### config.mk
export PLATFORM = sky130hd
export DESIGN_NAME = lfu_cache_controller
export DESIGN_NICKNAME = d
export VERILOG_FILES = /design/src/hw/rtl/lfu_pkg.sv /design/src/hw/rtl/lfu_ram.sv /design/src/hw/rtl/lfu_apb.sv /design/src/hw/rtl/lfu_cache_controller.sv
export SDC_FILE = /design/constraint.sdc
export NUM_CORES = 2
export LEC_CHECK = 0
export BUFFER_PORTS_ARGS = -buffer_cell sky130_fd_sc_hd__buf_2
export CAP_MARGIN = 10
export CORE_MARGIN = 2
export CORE_UTILIZATION = 47
export DETAILED_ROUTE_END_ITERATION = 8
export GPL_ROUTABILITY_DRIVEN = 0
export PLACE_DENSITY = 0.72
export SLEW_MARGIN = 25
export SYNTH_ARGS = -nofsm -noshare
export SYNTH_HDL_FRONTEND = slang
export SYNTH_HIERARCHICAL = 1
export SYNTH_SLANG_ARGS = --single-unit
export TNS_END_PERCENT = 50
### constraint.sdc
create_clock -name i_clk -period 25.1 [get_ports i_clk]
set_input_delay 3.765 -clock i_clk [delete_from_list [all_inputs] [get_ports i_clk]]
set_output_delay 3.765 -clock i_clk [all_outputs]
set_load 0.01 [all_outputs]
### src/hw/rtl/lfu_pkg.sv
`default_nettype none

package lfu_pkg;

    // Geometry
    localparam int ENTRIES  = 16;
    localparam int IDX_W    = (ENTRIES > 1) ? $clog2(ENTRIES) : 1;
    localparam int OCC_W    = $clog2(ENTRIES + 1);
    localparam int CAP_BITS = 5;
    localparam int CAP_W    = (CAP_BITS > OCC_W) ? CAP_BITS : OCC_W;

    // Register port
    localparam int ADDR_W = 3;
    localparam int DATA_W = 32;
    localparam logic REG_CAPACITY  = 1'b0;
    localparam logic [CAP_BITS-1:0] CAPACITY_RESET = 5'd16;

    // Request modes
    localparam logic MODE_GET = 1'b0;
    localparam logic MODE_SET = 1'b1;

    localparam logic [31:0] COUNT_MAX = 32'hFFFF_FFFF;

    typedef struct packed {
        logic               mode;
        logic signed [31:0] lookup_key;
        logic signed [31:0] write_value;
    } t_req;

    typedef struct packed {
        logic               hit;
        logic signed [31:0] read_value;
        logic               evicted;
        logic signed [31:0] evicted_key;
    } t_rsp;

    typedef struct packed {
        logic signed [31:0] key;
        logic signed [31:0] value;
        logic [31:0]        count;
        logic [63:0]        stamp;
    } t_entry;

    typedef struct packed {
        logic [CAP_BITS-1:0] capacity;
        logic                clear;
    } t_cfg;

    localparam int ENTRY_W = $bits(t_entry);

endpackage

`default_nettype wire

### src/hw/rtl/lfu_ram.sv
`default_nettype none

module lfu_ram #(
    parameter int WIDTH = 8,
    parameter int DEPTH = 16
) (
    input  wire logic                                       i_clk,
    input  wire logic                                       i_we,
    input  wire logic [((DEPTH > 1) ? $clog2(DEPTH) : 1)-1:0] i_waddr,
    input  wire logic [WIDTH-1:0]                           i_wdata,
    input  wire logic [((DEPTH > 1) ? $clog2(DEPTH) : 1)-1:0] i_raddr,
    output logic      [WIDTH-1:0]                           o_rdata
);

    logic [WIDTH-1:0] r_mem [DEPTH];

    // Write one word, read one word through a registered output
    always_ff @(posedge i_clk) begin
        if (i_we) begin
            r_mem[i_waddr] <= i_wdata;
        end
        o_rdata <= r_mem[i_raddr];
    end

endmodule

`default_nettype wire

### src/hw/rtl/lfu_apb.sv
`default_nettype none

module lfu_apb
    import lfu_pkg::*;
(
    input  wire logic              i_clk,
    input  wire logic              i_rst_n,
    input  wire logic              psel,
    input  wire logic              penable,
    input  wire logic              pwrite,
    input  wire logic [ADDR_W-1:0] paddr,
    input  wire logic [DATA_W-1:0] pwdata,
    output logic      [DATA_W-1:0] prdata,
    output logic                   pready,
    output t_cfg                   o_cfg
);

    logic [CAP_BITS-1:0] r_capacity;
    logic                r_clear;
    logic                wr_cap;

    assign pready = 1'b1;
    assign wr_cap = psel && penable && pwrite && (paddr[ADDR_W-1:2] == REG_CAPACITY);

    // Hold capacity; pulse a clear on every capacity write
    always_ff @(posedge i_clk) begin
        if (!i_rst_n) begin
            r_capacity <= CAPACITY_RESET;
            r_clear    <= 1'b0;
        end else begin
            r_clear <= wr_cap;
            if (wr_cap) begin
                r_capacity <= pwdata[CAP_BITS-1:0];
            end
        end
    end

    always_comb begin
        prdata = '0;
        if (paddr[ADDR_W-1:2] == REG_CAPACITY) begin
            prdata = DATA_W'(r_capacity);
        end
    end

    assign o_cfg.capacity = r_capacity;
    assign o_cfg.clear    = r_clear;

endmodule

`default_nettype wire

### src/hw/rtl/lfu_cache_controller.sv
`default_nettype none

// Channel   Direction  Handshake                 Payload
// request   in         i_in_valid / o_in_stall   i_in_req  (mode, lookup_key, write_value)
// response  out        o_out_valid / i_out_stall o_out_rsp (hit, read_value, evicted, evicted_key)
// config    in         psel/penable/pwrite       capacity at byte address 0
//
// A request is accepted, then the scan walks the entry memory at one read per
// cycle, visiting every entry in turn, and then the result is written back.
// Requests are handled one at a time; o_in_stall is high from accept to write-back.
// The response sits in an output register; a stalled response holds only the
// write-back of the following request. Reset empties the cache.

module lfu_cache_controller
    import lfu_pkg::*;
(
    input  wire logic              i_clk,
    input  wire logic              i_rst_n,
    input  wire logic              i_in_valid,
    output logic                   o_in_stall,
    input  wire t_req              i_in_req,
    output logic                   o_out_valid,
    input  wire logic              i_out_stall,
    output t_rsp                   o_out_rsp,
    input  wire logic              psel,
    input  wire logic              penable,
    input  wire logic              pwrite,
    input  wire logic [ADDR_W-1:0] paddr,
    input  wire logic [DATA_W-1:0] pwdata,
    output logic      [DATA_W-1:0] prdata,
    output logic                   pready
);

    localparam logic [1:0] S_IDLE  = 2'd0;
    localparam logic [1:0] S_SCAN  = 2'd1;
    localparam logic [1:0] S_WRITE = 2'd2;

    t_cfg cfg;

    logic [1:0]         r_state;
    logic [IDX_W-1:0]   r_idx;
    t_req               r_req;
    logic               r_found;
    logic [IDX_W-1:0]   r_found_idx;
    t_entry             r_found_ent;
    logic               r_free_found;
    logic [IDX_W-1:0]   r_free_idx;
    logic               r_min_found;
    logic [IDX_W-1:0]   r_min_idx;
    t_entry             r_min_ent;
    logic [ENTRIES-1:0] r_valid;
    logic [OCC_W-1:0]   r_occ;
    logic [63:0]        r_stamp_ctr;
    logic               r_out_valid;
    t_rsp               r_out_rsp;

    logic             accept;
    logic             out_free;
    logic             last;
    logic             cur_valid;
    logic [IDX_W-1:0] rd_addr;
    logic [ENTRY_W-1:0] rd_word;
    t_entry           rd_ent;
    logic             we;
    logic [IDX_W-1:0] waddr;
    t_entry           wr_ent;
    logic [CAP_W-1:0] cap_ext;
    logic [CAP_W-1:0] cap_eff;
    logic [CAP_W-1:0] occ_ext;
    logic             full;

    lfu_apb u_apb (
        .i_clk   (i_clk),
        .i_rst_n (i_rst_n),
        .psel    (psel),
        .penable (penable),
        .pwrite  (pwrite),
        .paddr   (paddr),
        .pwdata  (pwdata),
        .prdata  (prdata),
        .pready  (pready),
        .o_cfg   (cfg)
    );

    lfu_ram #(
        .WIDTH (ENTRY_W),
        .DEPTH (ENTRIES)
    ) u_ram (
        .i_clk   (i_clk),
        .i_we    (we),
        .i_waddr (waddr),
        .i_wdata (wr_ent),
        .i_raddr (rd_addr),
        .o_rdata (rd_word)
    );

    assign rd_ent     = t_entry'(rd_word);
    assign accept     = i_in_valid && (r_state == S_IDLE);
    assign o_in_stall = (r_state != S_IDLE);
    assign out_free   = !r_out_valid || !i_out_stall;
    assign last       = (r_idx == IDX_W'(ENTRIES - 1));
    assign cur_valid  = r_valid[r_idx];

    // Walk the entry memory; the read for entry 0 goes out at accept
    assign rd_addr = (r_state == S_IDLE) ? '0 : r_idx + IDX_W'(1);

    // Effective capacity saturates at the number of entries
    assign cap_ext = CAP_W'(cfg.capacity);
    assign cap_eff = (cap_ext > CAP_W'(ENTRIES)) ? CAP_W'(ENTRIES) : cap_ext;
    assign occ_ext = CAP_W'(r_occ);
    assign full    = (occ_ext >= cap_eff);

    // Decide the write-back and the response
    logic         do_write;
    logic         n_alloc;
    logic         n_bump;
    logic [IDX_W-1:0] n_slot;
    t_rsp         n_rsp;

    always_comb begin
        do_write = 1'b0;
        n_alloc  = 1'b0;
        n_bump   = 1'b0;
        n_slot   = r_found_idx;
        n_rsp    = '0;
        wr_ent   = r_found_ent;
        if (cfg.capacity != '0) begin
            if (r_found) begin
                do_write = 1'b1;
                n_rsp.hit = 1'b1;
                if (r_req.mode == MODE_GET) begin
                    n_rsp.read_value = r_found_ent.value;
                end else begin
                    wr_ent.value = r_req.write_value;
                end
                if (r_found_ent.count != COUNT_MAX) begin
                    wr_ent.count = r_found_ent.count + 32'd1;
                    wr_ent.stamp = r_stamp_ctr;
                    n_bump       = 1'b1;
                end
            end else if (r_req.mode == MODE_SET) begin
                wr_ent.key   = r_req.lookup_key;
                wr_ent.value = r_req.write_value;
                wr_ent.count = 32'd1;
                wr_ent.stamp = r_stamp_ctr;
                if (full && r_min_found) begin
                    do_write          = 1'b1;
                    n_bump            = 1'b1;
                    n_slot            = r_min_idx;
                    n_rsp.evicted     = 1'b1;
                    n_rsp.evicted_key = r_min_ent.key;
                end else if (r_free_found) begin
                    do_write = 1'b1;
                    n_bump   = 1'b1;
                    n_alloc  = 1'b1;
                    n_slot   = r_free_idx;
                end
            end
        end
    end

    assign we    = (r_state == S_WRITE) && out_free && do_write;
    assign waddr = n_slot;

    // Sequencer and scan bookkeeping
    always_ff @(posedge i_clk) begin
        if (!i_rst_n) begin
            r_state     <= S_IDLE;
            r_idx       <= '0;
            r_valid     <= '0;
            r_occ       <= '0;
            r_stamp_ctr <= '0;
            r_out_valid <= 1'b0;
        end else begin
            // Drop an accepted response unless the write-back replaces it
            if (r_out_valid && !i_out_stall && (r_state != S_WRITE)) begin
                r_out_valid <= 1'b0;
            end
            if (cfg.clear) begin
                r_valid <= '0;
                r_occ   <= '0;
            end
            case (r_state)
                S_IDLE: begin
                    if (accept) begin
                        r_state <= S_SCAN;
                        r_idx   <= '0;
                    end
                end
                S_SCAN: begin
                    r_idx <= r_idx + IDX_W'(1);
                    if (last) begin
                        r_state <= S_WRITE;
                    end
                end
                S_WRITE: begin
                    if (out_free) begin
                        r_out_valid <= 1'b1;
                        r_state     <= S_IDLE;
                        if (do_write) begin
                            r_valid[n_slot] <= 1'b1;
                        end
                        if (n_alloc) begin
                            r_occ <= r_occ + OCC_W'(1);
                        end
                        if (n_bump) begin
                            r_stamp_ctr <= r_stamp_ctr + 64'd1;
                        end
                    end
                end
                default: begin
                    r_state <= S_IDLE;
                end
            endcase
        end
    end

    // Payload: request, scan results, response
    always_ff @(posedge i_clk) begin
        if (accept) begin
            r_req        <= i_in_req;
            r_found      <= 1'b0;
            r_free_found <= 1'b0;
            r_min_found  <= 1'b0;
        end
        if (r_state == S_SCAN) begin
            if (cur_valid && !r_found && (rd_ent.key == r_req.lookup_key)) begin
                r_found     <= 1'b1;
                r_found_idx <= r_idx;
                r_found_ent <= rd_ent;
            end
            if (!cur_valid && !r_free_found) begin
                r_free_found <= 1'b1;
                r_free_idx   <= r_idx;
            end
            if (cur_valid && (!r_min_found ||
                    ({rd_ent.count, rd_ent.stamp} < {r_min_ent.count, r_min_ent.stamp}))) begin
                r_min_found <= 1'b1;
                r_min_idx   <= r_idx;
                r_min_ent   <= rd_ent;
            end
        end
        if ((r_state == S_WRITE) && out_free) begin
            r_out_rsp <= n_rsp;
        end
    end

    assign o_out_valid = r_out_valid;
    assign o_out_rsp   = r_out_rsp;

endmodule

`default_nettype wire

* After elaboration in Yosys (flattened, before gate mapping) *
Memory sizes are Yosys's and may differ from the RTL's. A register that Yosys moved wholly into a read port is not among the register bits.
Index checks and enable logic that the tools add are counted.

word-level totals
  register bits after elaboration = 532
  memory bits (writable) = 2560
  memories = 1

memories
  name         words  width  rd ports  clocked after memory_dff  write ports  line           text
  u_ram.r_mem  16     160    1         1                         1            lfu_ram.sv:15  logic [WIDTH-1:0] r_mem [DEPTH];

operators by class
  $add $sub $neg = 4
  order comparisons = 6
  equal/unequal tests = 9
  multiplexer cells = 62
  bitwise operators = 6
  reductions and logical operators = 35

operators by type and width
  cell                                                 number
  two-way mux 160 bit                                  2
  two-way mux 128 bit                                  1
  < comparator 96 bit                                  1
  two-way mux 32 bit                                   3
  two-way mux 96 bit                                   1
  two-way mux 16 bit                                   5
  two-way mux 33 bit                                   2
  adder 64 x 1 -> 64 bit (second input constant)       1
  adder 32 x 1 -> 32 bit (second input constant)       1
  == test 32 bit                                       1
  inequality test 32 bit (second input constant)       1
  two-way mux 5 bit                                    6
  two-way mux 1 bit                                    28
  two-way mux 4 bit                                    7
  bitwise OR 16 bit                                    1
  logical AND 1 bit                                    14
  < comparator 4 x 5 -> 1 bit (second input constant)  2
  inequality test 2 bit (second input constant)        4
  case mux 4 bit (2 select lines)                      1
  AND reduction 2 bit                                  4
  logical NOT 1 bit                                    6
  two-way mux 2 bit                                    3
  case mux 2 bit (3 select lines)                      1
  AND reduction 3 bit                                  2
  other kinds (17)                                     24

* Depth between registers and ports, before layout *
  depth in word-level cells = 16
  gate-level depth with buffers = 12

* Hierarchy *
Netlist, hierarchy kept.

by module, submodules not included
  module                instances  cells an instance  area an instance (µm²)  sequential area each (µm²)
  lfu_ram               1          4191               99300.2                 80076.8
  lfu_cache_controller  1          1827               23398.7                 14844.2
  lfu_apb               1          61                 514.2                   120.1

* Worst setup path before layout *
No wires, ideal clock.

  path type = input to register
  start = input port i_out_stall
  end = memory u_ram/r_mem[0][0] (netlist bit), enable pin
  setup time = 0.875 ns
  arrival = 19.046 ns
  required time = 24.225 ns
  slack = 5.179 ns
  cell stages on the path = 5
  cell sequence = a21oi_1 and3_1 a41o_1 or3b_2 nor3_1

between the ends
  cells in the longest elaborated chain, start to end = 6

RTL lines
  element                                  line                         text
  start: declaration                       lfu_cache_controller.sv:23   input wire logic i_out_stall,
  logical NOT 1 bit                        lfu_cache_controller.sv:100  assign out_free = !r_out_valid || !i_out_stall;
  logical OR 1 bit                         lfu_cache_controller.sv:100
  logical AND 1 bit (2 in series)          lfu_cache_controller.sv:162  assign we = (r_state == S_WRITE) && out_free && do_write;
  net we                                   lfu_cache_controller.sv:64   logic we;
  two-way mux 1 bit                        lfu_ram.sv:19                if (i_we) begin
  two-way mux 1 bit (implied by the code)  lfu_ram.sv:20                r_mem[i_waddr] <= i_wdata;
  end: declaration                         lfu_ram.sv:15

The timed path passes the listed nets, and every way through them passes these cells.

* Final worst setup path *
  start = input port paddr[2]
  end = output port prdata[2]

between the ends
  cells in the longest elaborated chain, start to end = 1

RTL lines
  element             line                        text
  start: declaration  lfu_cache_controller.sv:28  input wire logic [ADDR_W-1:0] paddr,
  two-way mux 5 bit   lfu_apb.sv:40               if (paddr[ADDR_W-1:2] == REG_CAPACITY) begin
  end: declaration    lfu_cache_controller.sv:30  output logic [DATA_W-1:0] prdata,

Every way passes these cells.

==> key figures <==
Critical path
  • CP Capture Type: primary output
  • Type of origin of the critical path: primary input
  • Crit-path most repeated cell: buf_2
  • Worst Setup EP: prdata[2]
  • Worst reg2reg path depth: 9
  • Crit path max-delay family: buffers and inverters
  • R2R Setup Slk: 18.93 ns
  • CP Class: primary input to primary output
  • Critical Path Stages: 3
  • Slowest CP cell: and2b_2
  • Slowest stage delay, CP: 0.21 ns
  • Crit-path max FO: 6
  • Worst r2r src: u_apb/r_capacity[1]
  • Critical Path Source: paddr[2]
  • Required @ worst endpoint: 21.33 ns
  • Sum of buffers and inverters on the critical path: 2
  • Critical Path AT: 4.22 ns
  • R2r endpoint: u_ram/r_mem[3][112]
  • Ordered list of cells on the worst path: buf_2, and2b_2, buf_2

Power
  • Power per cell area: 79.4 nW/µm²
  • Worst VDD drop: 0.0692 mV
  • Static leakage: between 40 and 50 nW

Timing
  • Max-slew violation count: 0
  • Peak Freq: 125 MHz
  • Worst hold margin: 0.403 ns
  • RSZ-0062 raised after global routing: false
  • Final hold violation count: 0
  • Final worst-path cycle share: 0.318
  • Worst slew pin tran: 1.14 ns
  • Final setup fails: 0
  • Post-layout min period: 7.99 ns
  • Setup TNS: 0 ns
  • Clk_skew: 0.0733 ns
  • Slew headroom: 0.241
  • Fin worst setup slack: 17.11 ns

Die
  • CORE AREA: 260000 µm²
  • Total I/O pin count: roughly 210
  • Initial Util: 0.474
  • # rows: 187
  • Die extent in x: slightly above 500 µm
  • Die height: 516 µm
  • Die footprint: 266000 µm²

Clock network
  • CTS clock-pin slew for the worst setup and hold paths: 0.06 ns
  • Post-CTS sizing: 0
  • Cts hold-fix bufs: 0
  • Clock root buffer: clkbuf_16
  • Clock Latency Late Sink: 0.95 ns
  • Total CTS buffers: 322
  • Post-CTS setup buffers: 0
  • Sink Count: roughly 3300
  • Bufs on Longest Clock Path: 4
  • H-tree depth: 5
  • CTS tree: built

Worst hold path
  • WHS Path Cells: 0
  • Worst Hold Class: register to register

Detailed routing
  • Detailed-route wire length: 287000 µm
  • DR DRC count: 0
  • First-iteration detailed-routing DRC count: about 8000
  • Per-cell routed wire length: 28.3 µm
  • Via count: 61600
  • Drt pass-1 iters: 6
  • Vias/cell: 6.07
  • ANT nets after route: 0

Global routing
  • Vias in the first global route: 61200
  • Total gr overflow: 0
  • Largest net degree at the start of global routing: ~130
  • Total track usage: 0.213
  • Antenna violations before repair: 8
  • First-pass GRT wire length: 417000 µm

Final layout
  • Post-route insts no fill: 10100
  • Post-layout net count: 6614
  • Share of layout cells above drive strength 1: 0.240
  • Fillers: a little under 20000
  • Area grow syn2layout: 12.6%

Place
  • Post-DP HPWL: 152000 µm
  • Post-Place Cells: 9571
  • IO Port Bufs: 150
  • Post-Place Setup Slack: between 15 and 20 ns

Status
  • Status: completed

Logic synthesis
  • Commonest cells in the netlist: 2991 x edfxtp_1, 599 x mux4_2, 320 x nand2_1
  • Top-count cell post-synth: edfxtp_1
  • Mapped Avg Cell Area: roughly 20 µm²
  • Synth top area cells: edfxtp_1 73%, mux4_2 11%, dfxtp_1 4.2%, mux2_2 1.6%, a22oi_1 1.6%
  • Number of flops mapped to enable cells by yosys: about 3000
  • Top_reg_cell synth: edfxtp_1
  • Synth unique cells: 76
  • Ys Warns: 6
  • Post-Syn Area: 123000 µm²
  • Yosys reg bits: 3252
  • Ys async rst share: 0
  • Post-synthesis sequential area ratio: 0.771
  • Share of the synthesized area in the top cell type: 0.729
  • Cell count after synthesis: 6079
  • Area leader, netlist: edfxtp_1

Flow run
  • Max cap viols: 0
==> sequential cells by signal (all words and copies together) (netlist names), 2 cells and up <==
register / cells
u_apb/r_capacity: 5
r_valid: 16
r_min_idx: 4
o_out_rsp: 66
r_free_idx: 4
r_state: 2
r_found_idx: 4
r_idx: 4
occ_ext: 5
u_ram/o_rdata: 160
u_ram/r_mem: 2560
r_stamp_ctr: 64
r_min_ent: 128
r_req: 65
r_found_ent: 160
==> cells by family after synthesis <==
group | count (synthesis) | share of synthesized area
AO/OA/AOI/OAI | 575 | 0.0328
XOR/XNOR | 63 | 0.00448
adder cells (fa/ha/maj) | 104 | 0.0106
buffers and inverters | 432 | 0.0163
flip-flops | 3252 | 0.771
multiplexers | 834 | 0.130
other | 2 | 0.0000610
AND/OR/NAND/NOR | 817 | 0.0340
==> worst min-delay path by stage <==
stage | start | slack [ns] | end
2_1_floorplan | u_ram/o_rdata[100] | 0.39 | r_found_ent[100]
3_3_place_gp | u_ram/o_rdata[99] | 0.39 | r_found_ent[99]
6_report | u_ram/o_rdata[112] | 0.40 | r_found_ent[112]
5_1_grt | u_ram/o_rdata[106] | 0.41 | r_found_ent[106]
4_1_cts | u_ram/o_rdata[108] | 0.40 | r_found_ent[108]
3_5_place_dp | u_ram/o_rdata[108] | 0.39 | r_found_ent[108]
==> final cells by class <==
| type | count | area (µm²) | share of cell area |
|---|---|---|---|
| Clock buffer | 437 | 9010 | 0.0649 |
| Sequential cell | 3252 | 95000 | 0.685 |
| Antenna cell | 6 | 15.0 | 0.000108 |
| Inverter | 117 | 442 | 0.00318 |
| Clock inverter | 125 | 1230 | 0.00884 |
| Timing Repair Buffer | 289 | 2060 | 0.0149 |
| Tap cell | 3496 | 4370 | 0.0315 |
| Multi-Input combinational cell | 2421 | 26600 | 0.191 |
==> layout by cell type, fill, tap and decap left out, types with 54 or more instances in the layout <==
cell,instances
inv_1,115
a22oi_1,268
a21oi_1,65
buf_4,118
nand2_1,319
clkbuf_16,329
ha_1,104
o21ai_0,81
dfxtp_1,261
nand3_1,54
buf_2,150
mux4_2,599
and2_1,77
nand4_1,57
mux2_2,179
nor2_1,62
clkbuf_1,71
edfxtp_1,2991
==> per-layer routing <==
layer / GRT usage / part of all wire
met5: 0 / 0
met4: 0.0564 / 0.023
met3: 0.0365 / 0.093
met2: 0.340 / 0.48
met1: 0.307 / 0.40
==> metrics by stage <==
step | area (µm²) | util | total power, mW
after CTS | 139000 | 0.533 | 11.1
after detailed placement | 128000 | 0.493 | 6.43
after global routing | 139000 | 0.533 | 11.3
final | 139000 | 0.533 | 11.0
after global placement | 128000 | 0.493 | 6.42
after floorplan | 123000 | - | 6.32
==> report_power, final <==
| group | switching (mW) | leakage [nW] | internal (mW) |
|---|---|---|---|
| Clock | 1.95 | 5.03 | 2.75 |
| Sequential | 0.0269 | 29.3 | 5.92 |
| Combinational | 0.211 | 10.1 | 0.157 |
| Total | 2.19 | 44.4 | 8.83 |
No activity file was read; power rests on OpenSTA's default activity.
